File: src/hdl/bdq_pkg.sv
package bdq_pkg;

	localparam int KIND_W   = 3;
	localparam int WORD_W   = 32;
	localparam int STATUS_W = 2;
	localparam int COUNT_W  = 7;

	typedef enum logic [KIND_W-1:0] {
		KIND_PUSH_TOP    = 3'd0,
		KIND_PUSH_BOTTOM = 3'd1,
		KIND_POP_TOP     = 3'd2,
		KIND_POP_BOTTOM  = 3'd3,
		KIND_REVERSE     = 3'd4,
		KIND_SPLIT       = 3'd5
	} kind_t;

	typedef enum logic [STATUS_W-1:0] {
		ST_OK    = 2'd0,
		ST_EMPTY = 2'd1,
		ST_FULL  = 2'd2
	} status_t;

	typedef enum logic [2:0] {
		CS_IDLE,
		CS_RESULT,
		CS_SPLIT_HI,
		CS_SPLIT_LO,
		CS_SPLIT_COPY
	} ctrl_state_t;

	typedef enum logic [1:0] {
		PH_HI,
		PH_LO,
		PH_COPY
	} scan_phase_t;

	typedef struct packed {
		logic        accept;
		logic        scan_en;
		scan_phase_t phase;
		logic        scan_restart;
		logic        load_out;
	} dp_cmd_t;

	typedef struct packed {
		logic scan_done;
		logic out_free;
	} dp_stat_t;

endpackage

File: src/hdl/bdq_ctrl.sv
module bdq_ctrl
	import bdq_pkg::*;
(
	input  logic              clk,
	input  logic              arst_n,
	input  logic              req_valid,
	input  logic [KIND_W-1:0] kind,
	output logic              req_ready,
	input  dp_stat_t          stat,
	output dp_cmd_t           cmd
);

	ctrl_state_t state_q;
	ctrl_state_t state_d;

	always_ff @(posedge clk or negedge arst_n) begin
		if (!arst_n) begin
			state_q <= CS_IDLE;
		end else begin
			state_q <= state_d;
		end
	end

	always_comb begin
		state_d = state_q;
		unique case (state_q)
			CS_IDLE: begin
				if (req_valid) begin
					state_d = (kind == KIND_SPLIT) ? CS_SPLIT_HI : CS_RESULT;
				end
			end
			CS_RESULT: begin
				if (stat.out_free) begin
					state_d = CS_IDLE;
				end
			end
			CS_SPLIT_HI: begin
				if (stat.scan_done) begin
					state_d = CS_SPLIT_LO;
				end
			end
			CS_SPLIT_LO: begin
				if (stat.scan_done) begin
					state_d = CS_SPLIT_COPY;
				end
			end
			CS_SPLIT_COPY: begin
				if (stat.scan_done) begin
					state_d = CS_RESULT;
				end
			end
			default: state_d = CS_IDLE;
		endcase
	end

	always_comb begin
		req_ready        = 1'b0;
		cmd.accept       = 1'b0;
		cmd.scan_en      = 1'b0;
		cmd.phase        = PH_HI;
		cmd.scan_restart = 1'b0;
		cmd.load_out     = 1'b0;
		unique case (state_q)
			CS_IDLE: begin
				req_ready  = 1'b1;
				cmd.accept = req_valid;
			end
			CS_RESULT: begin
				cmd.load_out = stat.out_free;
			end
			CS_SPLIT_HI: begin
				cmd.scan_en      = 1'b1;
				cmd.phase        = PH_HI;
				cmd.scan_restart = stat.scan_done;
			end
			CS_SPLIT_LO: begin
				cmd.scan_en      = 1'b1;
				cmd.phase        = PH_LO;
				cmd.scan_restart = stat.scan_done;
			end
			CS_SPLIT_COPY: begin
				cmd.scan_en      = 1'b1;
				cmd.phase        = PH_COPY;
				cmd.scan_restart = stat.scan_done;
			end
			default: begin
				req_ready = 1'b0;
			end
		endcase
	end

endmodule

File: config.mk
export PLATFORM = sky130hd
export DESIGN_NAME = bdq_ctrl
export DESIGN_NICKNAME = d
export VERILOG_FILES = /design/src/hdl/bdq_pkg.sv /design/src/hdl/bdq_ctrl.sv
export SDC_FILE = /design/constraint.sdc
export NUM_CORES = 1
export LEC_CHECK = 0
export ABC_AREA = 1
export BUFFER_PORTS_ARGS = -buffer_cell sky130_fd_sc_hd__buf_2
export CAP_MARGIN = 30
export CORE_AREA = 4 4 41 43
export CTS_CLUSTER_SIZE = 30
export DETAILED_ROUTE_END_ITERATION = 7
export DIE_AREA = 0 0 45 47
export PLACE_DENSITY = 0.46
export SETUP_SLACK_MARGIN = 0.02
export SYNTH_ARGS = -nofsm -noshare
export SYNTH_HDL_FRONTEND = slang
export SYNTH_SLANG_ARGS = --single-unit
export TNS_END_PERCENT = 1
File: constraint.sdc
create_clock -name clk -period 0.95 [get_ports clk]
set_input_delay 0.19 -clock clk [delete_from_list [all_inputs] [get_ports clk]]
set_output_delay 0.19 -clock clk [all_outputs]
set_load 0.005 [all_outputs]
### Word-level counts from Yosys, hierarchy flattened

Index checks and enable logic that the tools add are counted.

| storage, ports and cells | value |
|---|---|
| output and inout port bits | 7 |
| input bits | 8 |
| flip-flop bits (word level) | 3 |
| logic and storage cells | 24 |

| cells by class | value |
|---|---|
| reductions and logical operators | 2 |
| mux-type cells | 11 |
| equal/unequal tests | 10 |

Operators with widths:

| operator | count |
|---|---|
| $mux W3 | 5 |
| $pmux W3 S5 | 1 |
| $pmux W4 S3 | 1 |
| $ne A2 B2 Y1 const B | 5 |
| $eq A3 B2 Y1 const B | 2 |
| $eq A3 B3 Y1 const B | 2 |
| $reduce_and A5 Y1 | 1 |
| $eq A3 B1 Y1 const B | 1 |
| $logic_not A3 Y1 | 1 |
| $mux W1 | 3 |
| $mux W2 | 1 |

### Longest topological paths before layout

Gate-level depths: netlist of the first run.

| depth | value |
|---|---|
| depth in word-level cells | 4 |
| depth in mapped cells | 7 |
| mapped depth without buffers | 7 |

### Worst setup path after synthesis of the first run

Ideal clock, no wire load.

| timing path | value |
|---|---|
| kind | flip-flop to flip-flop |
| start | register state_q[1] |
| end | register state_q[0] |
| required time | 0.833 ns |
| arrival | 0.880 ns |
| clock period less this slack | 0.997 ns |
| buffers on the path | 0 |
| slack | -0.047 ns |
| stages on the path, launching flop included | 7 |
| path through | dfrtp_1 > nor2_2 > nand2_4 > nand2_4 > nand2_4 > nand3_1 > nand2_1 |

| on the way | value |
|---|---|
| longest elaborated chain between the ends | 3 |
| elaborated cells on any way between the ends | 12 |

RTL lines:

| element | RTL line | source |
|---|---|---|
| start, declared | bdq_ctrl.sv:13 | `ctrl_state_t state_q;` |
| start signal, assigned | bdq_ctrl.sv:20 | `state_q <= state_d;` |
| $eq A3 B2 Y1 (tied with other cells) | bdq_ctrl.sv:26 | `unique case (state_q)` |
| $ne A2 B2 Y1 (no line) | - |  |
| $reduce_and A5 Y1 (no line) | - |  |

Parallel ways exist; a longest one is shown, timed or not.
A chain may end at the register's enable or synchronous reset.

==> results of run 1 <==
[per-layer routing]
layer  wire length [microns]  GRT usage (%)
met2                     389           13.8
met3                      64           4.98
met1                     345           9.13
met5                       0              0
met4                       8           3.51
[power breakdown]
part           leakage (nW)  total [W]  internal, W  switching [W]
registers            0.0367   0.000267     0.000184      0.0000837
clock network        0.0150   0.000231     0.000158      0.0000731
logic                 0.238   0.000920     0.000438       0.000482
[worst register-to-register path, delay by kind of cell, from the launching register on]
kind,cells,cell delay (ns)
simple gates,5,0.33
buf+inv,2,0.19
flops,1,0.43
[per-stage QoR]
step                power, W  hold slack (ns)
floorplan           0.000669           -0.106
global placement    0.000963          -0.0110
detailed placement  0.000954          -0.0114
CTS                  0.00139            0.155
global route         0.00155            0.159
finish               0.00142            0.160
[cell families after synthesis]
logic type / after synthesis
and+or+nand+nor: 26
DFF: 3
buffers and inverters: 9
AOI/OAI and AO/OA: 5
[repair_timing]
item,4_1_cts,5_1_grt
resized for setup,14,3
buffers inserted,2,0
hold buffers,1,0
pin swaps,4,2
endpoints found under the setup margin,10,10
hold endpoints to repair,3,0
cloned,0,0
[how the worst max path moves through the flow]
stage | start | endpoint | slack, ns
2_1_floorplan | state_q[1] | state_q[0] | -0.05
3_3_place_gp | state_q[2] | cmd[1] | -0.13
3_5_place_dp | state_q[1] | cmd[1] | -0.15
4_1_cts | state_q[0] | cmd[1] | -0.37
5_1_grt | state_q[2] | cmd[1] | -0.42
6_report | state_q[0] | cmd[1] | -0.36
[placed cells by master (no fill, tap or decap), types with 2 or more instances in the layout]
master | Yosys | layout
nor2_1 | 5 | 3
inv_2 | 2 | 4
dfrtp_2 | 0 | 2
nand3_1 | 5 | 4
nor2_2 | 2 | 2
nand2_1 | 7 | 7
nand2_4 | 3 | 5
buf_6 | 0 | 2
buf_4 | 0 | 4
o21ai_1 | 1 | 2
nor3_2 | 0 | 2
inv_1 | 7 | 5
buf_2 | 0 | 14
clkbuf_4 | 0 | 3
nor2_4 | 0 | 2
[layout make-up]
| class | count | area, sq um | area share, % |
|---|---|---|---|
| Sequential cell | 3 | 77.6 | 15.6 |
| Tap cell | 15 | 18.8 | 3.78 |
| Clock buffer | 4 | 26.3 | 5.29 |
| Inverter | 9 | 33.8 | 6.80 |
| Timing Repair Buffer | 21 | 133 | 26.7 |
| Multi-Input combinational cell | 31 | 208 | 41.8 |
==> impl_metrics.toml, run 1 <==
[synth]
ys_top_cells_by_count = "inv_1 (7), nand2_1 (7), nand3_1 (5), nor2_1 (5)"
synth-simple-area-share_pct = 50.9
async_reset_ff_share_pct = 100
synth_top_area_share_pct = 27.5
synth_area_leaders = "dfrtp_1 (28%), nand2_4 (12%), inv_1 (9.6%)"
ys_warn_count = 0
synth_compound_area_share_pct = 9.17
ys.flop_type = "dfrtp_1"
synth_edf_count = 0
syn_area_per_cell_sq_um = 6.34
yosysUniqueCellTypes = 13
ys_ff_latch = 3
synth_area_sq_um = 273
syn_nets = 51
seq_area_frac_synth_pct = 27.5
synth-xor-area-share_pct = 0
synth_cells = 43
muxShareOfSynthArea_pct = 0
synth_top_family_by_area = "simple AND/OR/NAND/NOR gates"
synth_fa_ha_area_share_pct = 0
synth_area_leader_cell = "dfrtp_1"

[power]
ir_drop_uv = 1810
p_leak_nw = 0.289
power_density_mw_per_mm2 = 2850

[layout]
design_area_sq_um = 497
stdcell_count = 83
largest_reg_flops = 3
fill_cells = 158
utilization_pct = 38.2
insertedDiodeCount = 0
nets = 77
drive_gt1_share_pct = 61.8
reg.largest.list = "state_q x3"
regMostFlops = "state_q"
area.growth.synth_to_final_pct = 82.1

[clock_tree]
cts-root-buf = "clkbuf_4"
clkLatencyLatePin_ns = 0.24
cts_tree = "done"
numCtsBuffers = 3
cts.clk_slew.worst_paths_ns = 0.04
cts.sinks = 3
cts_buffer_depth = 2
cts.htree.levels = 1

[global_routing]
grt_usage_pct = 8.54
overflow = 0
antenna_found_initial = 0
grt_pass1_vias = 314
grt_max_degree = 6
grt_pass1_wl_microns = 1250

[critical_path]
critPathBufInv = 1
critPathMaxFanout = 5
end_kind = "primary output"
reg2reg_from = "state_q[1]"
r2r_cells = 7
reg2reg_slack_ns = -0.10
r2r_end = "state_q[1]"
critPathArrivalTime_ns = 1.12
path_depth = 4
crit_family = "flip-flops"
cp_cell_sequence = "nor2_4 -> nand2_4 -> a21oi_2 -> buf_2"
start_kind = "flip-flop"
required_ns = 0.76
critPathSlowestCell = "dfrtp_2"
crit_path_max_incr_delay_ns = 0.45
crit_type = "flip-flop to primary output"

[die]
die_h_microns = 47
ioPinCount = 15
chipWidth_microns = 45
core_sq_mm = 0.00130
fp.dieArea_sq_mm = 0.00212
rows = 13
start_util_pct = 21.0

[min_path]
hold_end = "state_q[2]"
hold_start = "stat[1]"
min_path_cells = 2
hold_class = "input port to flip-flop"

[sta]
finalSetupViolCount = 10
fin_ws_ns = -0.363
max_slew_margin_pct = 88.7
timing.fmax_mhz = 762
rsz0062_at_grt = "yes"
finalCriticalPeriod_ns = 1.31
fin_tns_setup_ns = -2.51
hold_viol = 0
slew_violations = 0
fin_skew_ns = 0.00908
tightest_slew_ns = 0.169
period_share_pct = 138

[route]
dr.first_iter.drc_count = 3
routed_wirelength_microns = 808
route.detailed.drc = 0
drt_first_pass_iters = 4
wire_per_inst_microns = 9.73
vias = 346
final_antenna_net_count = 0
avgViaCountPerCell = 4.17

[place]
portBuffers = 14
post-place-ws_ns = -0.148
dp_hpwl_microns = 588
place_area_sq_um = 392
dp_cells = 76
gp_congestion = 0.656

[flow_run]
cap_violations = 0

[status]
outcome = "complete, but fails checks"
violations = "setup timing"
Power figures use the tool's default switching activity.
==> inputs of run 2 (changes only) <==
- BUFFER_PORTS_ARGS: -buffer_cell sky130_fd_sc_hd__buf_2 -> -buffer_cell sky130_fd_sc_hd__clkbuf_2
==> run 2 against run 1 <==
  * The run still ends with setup timing left
  * Critical path depth is the same
  * Maximum frequency shrank 1.4%
  * Count of clock-buffer cells in the layout is the same
  * Register-to-register slack lost 0.17 ns
  * Hold slack gained 0.022 ns
  * Final area shrank 0.50%
  * Clock power is essentially flat
  * Total power shrank 1.2%
  * Clock skew shrank 0.0027 ns
  * Sequential cell count is the same
  * Largest cell class unchanged
==> impl_metrics.toml, run 2 (synthesis gave the netlist of run 1 again) <==
[min_path]
hold_class = "input port to flip-flop"
min_path_cells = 2

[layout]
design_area_sq_um = 494
drive_gt1_share_pct = 58.6
nets = 79
insertedDiodeCount = 0
area.growth.synth_to_final_pct = 81.2
final_cell_mix = "clkbuf_2 (12), buf_4 (8), nand2_1 (7)"
largest_reg_flops = 3
final_common_cell = "clkbuf_2"
reg.largest.list = "state_q x3"
stdcell_count = 85
regMostFlops = "state_q"

[sta]
timing.fmax_mhz = 751
max_slew_margin_pct = 87.9
hold_viol = 0
finalCriticalPeriod_ns = 1.33
finalSetupViolCount = 10
fin_ws_ns = -0.381
whs_ns = 0.182
rsz0062_at_grt = "yes"
period_share_pct = 140
tightest_slew_ns = 0.182
slew_violations = 0
fin_skew_ns = 0.00640

[critical_path]
crit_family = "flip-flops"
start_kind = "flip-flop"
end_kind = "primary output"
critPathBufInv = 1
reg2reg_slack_ns = -0.27
r2r_cells = 8
crit_path_max_incr_delay_ns = 0.45
critPathMaxFanout = 4
critPathSlowestCell = "dfrtp_2"
cp_cell_sequence = "nor2_4 -> nand2_4 -> a21oi_2 -> buf_2"
critPathArrivalTime_ns = 1.14
crit_type = "flip-flop to primary output"
path_depth = 4
required_ns = 0.76

[die]
fp.dieArea_sq_mm = 0.00212
start_util_pct = 21.0
die_h_microns = 47
core_sq_mm = 0.00130
ioPinCount = 15
chipWidth_microns = 45
rows = 13

[route]
vias = 350
route.detailed.drc = 0
routed_wirelength_microns = 797
avgViaCountPerCell = 4.12
final_antenna_net_count = 0
dr.first_iter.drc_count = 3
drt_first_pass_iters = 2
wire_per_inst_microns = 9.38

[global_routing]
grt_pass1_wl_microns = 1150
antenna_found_initial = 0
overflow = 0
grt_pass1_vias = 290
grt_max_degree = 6
grt_usage_pct = 7.76

[power]
p_leak_nw = 0.294
power_w = 0.00140
ir_drop_uv = 1430
power_density_mw_per_mm2 = 2830

[place]
portBuffers = 14
dp_cells = 75
place_area_sq_um = 384
post-place-ws_ns = -0.171
gp_congestion = 0.672
dp_hpwl_microns = 580

[clock_tree]
cts.clk_slew.worst_paths_ns = 0.04
cts.sinks = 3
cts_tree = "done"
cts.htree.levels = 1
cts_buffer_depth = 2
numCtsBuffers = 3
clkLatencyLatePin_ns = 0.24
cts-root-buf = "clkbuf_4"

[flow_run]
cap_violations = 0

[status]
outcome = "complete, but fails checks"
violations = "setup timing"
==> run 2: what timing repair did <==
item                                   4_1_cts  5_1_grt
endpoints found under the hold margin        3        0
setup buffers                                2        3
pin swaps                                    2        2
resized for setup                            5        7
hold buffers                                 1        0
setup endpoints to repair                   10       10
==> run 2: metrics by stage <==
stage / utilization, % / TNS (ns)
6_report: 38.0 / -3.02
4_1_cts: 34.9 / -2.95
2_1_floorplan: - / -0.134
5_1_grt: 38.0 / -3.68
3_5_place_dp: 29.5 / -0.937
3_3_place_gp: 29.5 / -0.895
==> run 2: cell type report <==
| class | instances | area [sq um] |
|---|---|---|
| multi-input combinational | 31 | 198 |
| timing repair buffer | 23 | 140 |
| fill | 156 | 807 |
| clock buffer | 4 | 26.3 |
| sequential | 3 | 77.6 |
| inverter | 9 | 33.8 |
| tap | 15 | 18.8 |
==> run 2: per-layer routing <==
layer / vias up / wire length (microns) / share of wire (%) / global-route usage (%)
met1: 153 / 336 / 42 / 9.38
met2: 11 / 404 / 51 / 11.9
met5: - / 0 / 0 / 0
met4: 0 / 0 / 0 / 3.51
li1: 186 / - / - / -
met3: 0 / 55 / 6.9 / 3.45
==> run 2: worst paths after layout <==
check	end	from
max	cmd[1]	state_q[1]
min	state_q[2]	stat[1]
max reg2reg	state_q[0]	state_q[1]
min reg2reg	state_q[1]	state_q[2]
max in group asynchronous	state_q[0]	arst_n
min in group asynchronous	state_q[1]	arst_n
==> run 2: report_power, final <==
part	total (W)	leakage (nW)	internal [W]	switching (W)
logic	0.000906	0.242	0.000446	0.000460
clock network	0.000228	0.0150	0.000158	0.0000700
registers	0.000267	0.0367	0.000184	0.0000834
